**config.mk**
```make
export PLATFORM = sky130hd
export DESIGN_NAME = hrt_div
export DESIGN_NICKNAME = d
export VERILOG_FILES = /design/src/hdl/hrt_pkg.sv /design/src/hdl/hrt_div.sv
export SDC_FILE = /design/constraint.sdc
export NUM_CORES = 1
export LEC_CHECK = 0
export BUFFER_PORTS_ARGS = -buffer_cell sky130_fd_sc_hd__buf_4
export CORE_MARGIN = 8
export CORE_UTILIZATION = 50
export DETAILED_ROUTE_END_ITERATION = 10
export PLACE_DENSITY = 0.75
export RECOVER_POWER = 50
export REMOVE_ABC_BUFFERS = 1
export SLEW_MARGIN = 20
export SYNTH_ARGS = -nofsm -noshare
export SYNTH_HDL_FRONTEND = slang
export SYNTH_SLANG_ARGS = --single-unit
```
**constraint.sdc**
```tcl
create_clock -name clk -period 3.9 [get_ports clk]
set_input_delay 0.195 -clock clk [delete_from_list [all_inputs] [get_ports clk]]
set_output_delay 0.195 -clock clk [all_outputs]
set_load 0.01 [all_outputs]
```
**src/hdl/hrt_pkg.sv**
```systemverilog
// Shared types, constants and helpers for the RGBE tone mapping block.
// Used by hrt_div and hdr_rgbe_tonemap_pipeline.
package hrt_pkg;

    localparam int FRACTION_BITS    = 16;
    localparam int GAMMA_INDEX_BITS = 12;
    localparam int TABLE_SIZE       = 1 << GAMMA_INDEX_BITS;
    localparam int DEC_BIAS         = 128 - FRACTION_BITS;

    localparam logic [31:0] FX_ONE    = 32'd1 << FRACTION_BITS;
    localparam logic [31:0] LUM_R     = 32'd13933;
    localparam logic [31:0] LUM_G     = 32'd46871;
    localparam logic [31:0] LUM_B     = 32'd4732;
    localparam logic [31:0] ACES_PRE  = 32'd39322;
    localparam logic [31:0] ACES_A    = 32'd164495;
    localparam logic [31:0] ACES_B    = 32'd1966;
    localparam logic [31:0] ACES_C    = 32'd159252;
    localparam logic [31:0] ACES_D    = 32'd38666;
    localparam logic [31:0] ACES_E    = 32'd9175;
    localparam logic [31:0] ACES_BIG  = 32'd8 << FRACTION_BITS;
    localparam logic [31:0] MAX32     = 32'hFFFF_FFFF;
    localparam logic [GAMMA_INDEX_BITS-1:0] TABLE_MAX = GAMMA_INDEX_BITS'(TABLE_SIZE - 1);

    typedef enum logic [1:0] {
        OP_MEASURE = 2'd0,
        OP_MAP     = 2'd1,
        OP_WRITE   = 2'd2,
        OP_CLEAR   = 2'd3
    } op_t;

    typedef enum logic {
        REG_MODE = 1'b0,
        REG_GAIN = 1'b1
    } reg_index_t;

    typedef struct packed {
        logic        start;
        logic [63:0] dividend;
        logic [32:0] divisor;
    } div_req_t;

    typedef struct packed {
        logic        busy;
        logic        done;
        logic [63:0] quotient;
    } div_stat_t;

    function automatic logic [31:0] sat32(input logic [63:0] v);
        return (v > {32'd0, MAX32}) ? MAX32 : v[31:0];
    endfunction

    function automatic logic [31:0] lum_coef(input logic [1:0] k);
        logic [31:0] c;
        case (k)
            2'd0:    c = LUM_R;
            2'd1:    c = LUM_G;
            default: c = LUM_B;
        endcase
        return c;
    endfunction

endpackage

```
**src/hdl/hrt_div.sv**
```systemverilog
// Restoring divider, one quotient bit per cycle, 64-bit dividend, 33-bit divisor.
// Depends on hrt_pkg for the request and status structs.
module hrt_div (
    input  logic               clk,
    input  logic               rst_n,
    input  hrt_pkg::div_req_t  req,
    output hrt_pkg::div_stat_t stat
);

    logic        busy_reg;
    logic        done_reg;
    logic [5:0]  cnt_reg;
    logic [32:0] rem_reg;
    logic [63:0] quo_reg;
    logic [32:0] dvs_reg;

    logic [33:0] shifted;
    logic [33:0] diff;
    logic        ge;

    assign shifted = {rem_reg, quo_reg[63]};
    assign diff    = shifted - {1'b0, dvs_reg};
    assign ge      = shifted >= {1'b0, dvs_reg};

    always_ff @(posedge clk or negedge rst_n)
    begin
        if (!rst_n)
        begin
            busy_reg <= 1'b0;
            done_reg <= 1'b0;
            cnt_reg  <= '0;
        end
        else if (req.start)
        begin
            busy_reg <= 1'b1;
            done_reg <= 1'b0;
            cnt_reg  <= '0;
        end
        else if (busy_reg)
        begin
            cnt_reg <= cnt_reg + 6'd1;
            if (cnt_reg == 6'd63)
            begin
                busy_reg <= 1'b0;
                done_reg <= 1'b1;
            end
        end
        else
        begin
            done_reg <= 1'b0;
        end
    end

    always_ff @(posedge clk)
    begin
        if (req.start)
        begin
            rem_reg <= '0;
            quo_reg <= req.dividend;
            dvs_reg <= req.divisor;
        end
        else if (busy_reg)
        begin
            rem_reg <= ge ? diff[32:0] : shifted[32:0];
            quo_reg <= {quo_reg[62:0], ge};
        end
    end

    assign stat.busy     = busy_reg;
    assign stat.done     = done_reg;
    assign stat.quotient = quo_reg;

endmodule

```
==> summary.txt <==
Worst setup path
  – Worst path bufs/invs: 3
  – Worst R2R Start: quo_reg[63]
  – Reg2reg end: rem_reg[2]
  – CP delay by family, top: compound AO/OA/AOI/OAI gates
  – Worst r2r path cells: 13
  – CP dominant cell by count: inv_1
  – Critical Path Start Type: flip-flop
  – Critical path type: reg -> reg
  – CP cell instances: inv_1 -> ha_1 -> inv_1 -> fa_1 -> a211oi_1 -> o21bai_1 -> a221oi_2 -> o211ai_2 -> a21oi_2 -> o211ai_4 -> buf_4 -> o211ai_1 -> a21oi_1
  – CP endpoint kind: flip-flop
  – FF-to-FF setup slack: 420 ps
  – CP Data Required Time: 4170 ps
  – Worst path max stage delay: 450 ps
  – Max FO, Critical Path: 21
  – Slowest cell on the critical path: a221oi_2
  – CP arrival: 3740 ps

Timing
  – Fin Clk Skew: 9.58 ps
  – Final min period: 3480 ps
  – Max-slew violation total from the final report: 73
  – Final Setup Violations: 0
  – Achievable frequency: 0.288 GHz
  – Fin. Hold Viols: 0
  – Slew headroom: -8.88%
  – Slew @ Worst Pin: 1630 ps
  – Final setup TNS: 0 ps
  – Period utilization: 89.1%
  – RSZ-0062 raised after global routing: no

Synthesis
  – Most frequent cell after synthesis: edfxtp_1
  – #FFs+latches synth: 138
  – Largest area contributor in the netlist: edfxtp_1
  – Mux share of post-synthesis cell area: 10.7%
  – Post-synth EDFFs: 97
  – Post-Syn Instances: 667
  – Syn Area/Cell: 11.0 µm²
  – Synth top area share: 39.5%
  – Yosys cell types: 59
  – Netlist Area Pre-Place: 7370 µm²
  – Top cells by count, synth: 97 x edfxtp_1, 71 x nand2_1, 65 x mux2_2
  – Ys flop type: edfxtp_1
  – Area share of fa/ha/maj cells after synthesis: 6.05%
  – Simple-Gate Fraction of Synth Area: 9.34%
  – XOR/XNOR Fraction of Synth Area: 3.57%
  – Compound-Gate Fraction of Synth Area: 14.4%
  – Largest family of logic cells by synthesized area: compound AO/OA/AOI/OAI gates
  – Largest cells by area after synthesis: edfxtp_1 40%, mux2_2 9.9%, dfxtp_1 9.0%
  – Post-synthesis async set-or-reset flop share: 5.80%
  – YS warnings: 0
  – Post-synthesis sequential area ratio: 51.2%

Drt
  – Vias/cell: 5.52
  – Drt drc: 0
  – Routed vias: 5822
  – Post-DRT Antenna Nets: 0
  – Final wirelength: 18600 µm
  – WL/cell: 17.7 µm
  – DR iter-0 viols: 373
  – 1st-pass router iterations: 5

Clocking
  – Total clock sinks: 138
  – Clock-pin slew on the worst setup and hold paths: 60 ps
  – Clock buffer depth: 2
  – Num CTS Buffers: 17
  – CTS tree: built
  – Post-CTS Setup Bufs: 0
  – CTS Root Cell: clkbuf_16
  – Clk_lat worst skew: 420 ps
  – H-tree levels: 4

Finish
  – Final Core Density: 65.2%
  – Fillers: 1176
  – Register area: 3770 µm²
  – P&R area growth vs syn: 28.2%
  – Multi-input gate area: 3260 µm²
  – Max FFs per register: 64
  – Nets: 992
  – Layout cells sized above 1: 25.6%

Job
  – Total of max-cap violations: 1

Power
  – Leak pwr: 3.93 nW
  – Sequential Power Share: 34.5%
  – Sw Ratio: 36.0%
  – PwrDens: 631 nW/µm²
  – Tot Pwr: 0.00595 W
  – VDD IR max: 0.000546 V
  – Combinational share of power: 38.4%
  – Clock network power share: 27.1%
  – Net Switching: 0.00214 W
  – Int Pwr: 0.00381 W

Place
  – DP HPWL: 13700 µm
  – Placer Congestion: 0.909
  – IO Port Bufs: 165

Global routing
  – Vias in the first global route: 6188
  – Gr ovfl total: 0
  – Initial antenna violation count: 1
  – Pin count of the biggest net entering global routing: 73
  – GRT Overall Usage: 20.4%
  – First-pass GRT wire length: 30200 µm

Floorplanning
  – CORE AREA: 14500 µm²
  – Starting density of the core: 50.9%
  – Die area: 18900 µm²
  – Die Height: 137 µm
  – Die X: 137 µm
  – Num rows: 44
  – IO Pins: 166

Run status
  – Status: finished with violations
  – Failing checks: max-capacitance violations, max-slew violations

Min path
  – WHS Path Cells: 2
  – Worst Min Path Start: req[53]
  – Hold EP: quo_reg[20]
  – Worst min-delay path category: in -> reg
-- how the worst max path moves through the flow --
stage	start	endpoint	slack, ps	cells past startpoint
after floorplan	quo_reg[63]	rem_reg[13]	550	13
after global placement	quo_reg[63]	rem_reg[2]	390	13
after detailed placement	quo_reg[63]	rem_reg[2]	300	13
after CTS	quo_reg[63]	rem_reg[2]	220	13
after global routing	quo_reg[63]	rem_reg[2]	110	14
final	quo_reg[63]	rem_reg[2]	420	13
-- area by class of cell --
class | instances | area share (%)
timing repair buffer | 206 | 14.9
clock inverter | 15 | 1.74
multi-input combinational | 447 | 34.5
antenna | 1 | 0.0265
inverter | 47 | 1.87
clock buffer | 17 | 4.51
tap | 184 | 2.44
sequential | 138 | 40.0
-- stage by stage --
stage | area (µm²) | hold slack [ps] | cells | setup slack (ps)
6_report | 9440 | 73.2 | 1055 | 424
5_1_grt | 9440 | 53.1 | 1055 | 112
4_1_cts | 9650 | 54.9 | 1054 | 217
3_5_place_dp | 8720 | 18.2 | 988 | 302
3_3_place_gp | 8720 | 14.3 | 988 | 386
2_1_floorplan | 7200 | -101 | 632 | 549
-- layout by cell type (no fill, tap or decap), types with 3 or more instances in the layout --
cell | Yosys | routed
clkbuf_1 | 20 | 58
xnor2_1 | 19 | 19
dfxtp_1 | 33 | 33
a32oi_1 | 3 | 3
and3_1 | 5 | 5
nor2b_1 | 4 | 4
clkbuf_4 | 0 | 33
xor2_1 | 11 | 11
nor3_1 | 7 | 7
a211oi_1 | 9 | 9
inv_6 | 0 | 4
a21oi_1 | 37 | 37
mux2_2 | 65 | 65
a311oi_1 | 19 | 19
o21ai_0 | 28 | 28
nand3_1 | 11 | 11
clkbuf_16 | 0 | 17
a21o_1 | 12 | 12
nand2_1 | 71 | 71
edfxtp_1 | 97 | 97
o21bai_1 | 6 | 6
buf_4 | 4 | 80
inv_1 | 47 | 46
o211ai_1 | 7 | 7
nor2_1 | 46 | 46
clkinv_4 | 0 | 5
nand4_1 | 5 | 5
dfrtp_1 | 8 | 7
ha_1 | 34 | 34
dlygate4sd3_1 | 0 | 34
a31oi_1 | 5 | 5
mux2i_1 | 6 | 6
-- worst register-to-register path, cell delays in order (launching register included) --
cell and delay, ps:
edfxtp_1 400, inv_1 80, ha_1 170, inv_1 60, fa_1 410, a211oi_1 360, o21bai_1 190, a221oi_2 450
o211ai_2 120, a21oi_2 230, o211ai_4 270, buf_4 310, o211ai_1 180, a21oi_1 90
-- per-layer routing --
layer | vias to the layer above | routed length, µm | global-route usage, %
met4 | 0 | 239 | 5.79
met5 | - | 0 | 0
met2 | 195 | 9150 | 34.4
met3 | 23 | 2110 | 11.0
met1 | 2771 | 7130 | 21.6
li1 | 2833 | - | -
-- cells by family after synthesis --
| family | count (synthesis) |
|---|---|
| adders and majority gates | 35 |
| AOI/OAI and AO/OA | 153 |
| buffers and inverters | 82 |
| and+or+nand+nor | 158 |
| xor gates and xnor gates | 30 |
| muxes | 71 |
| DFF | 138 |
-- what timing repair did --
item / 4_1_cts / 5_1_grt
hold buffers: 34 / 0
resized for setup: 0 / 1
endpoints found under the hold margin: 41 / 0
setup endpoints to repair: 0 / 12
-- power groups by stage --
stage | clock [W] | sequential, W | combinational, W
2_1_floorplan | 0 | 0.00207 | 0.00162
3_3_place_gp | 0 | 0.00207 | 0.00223
3_5_place_dp | 0 | 0.00208 | 0.00229
4_1_cts | 0.00165 | 0.00206 | 0.00233
5_1_grt | 0.00170 | 0.00210 | 0.00253
6_report | 0.00161 | 0.00206 | 0.00229
No activity file was read; power rests on OpenSTA's default activity.
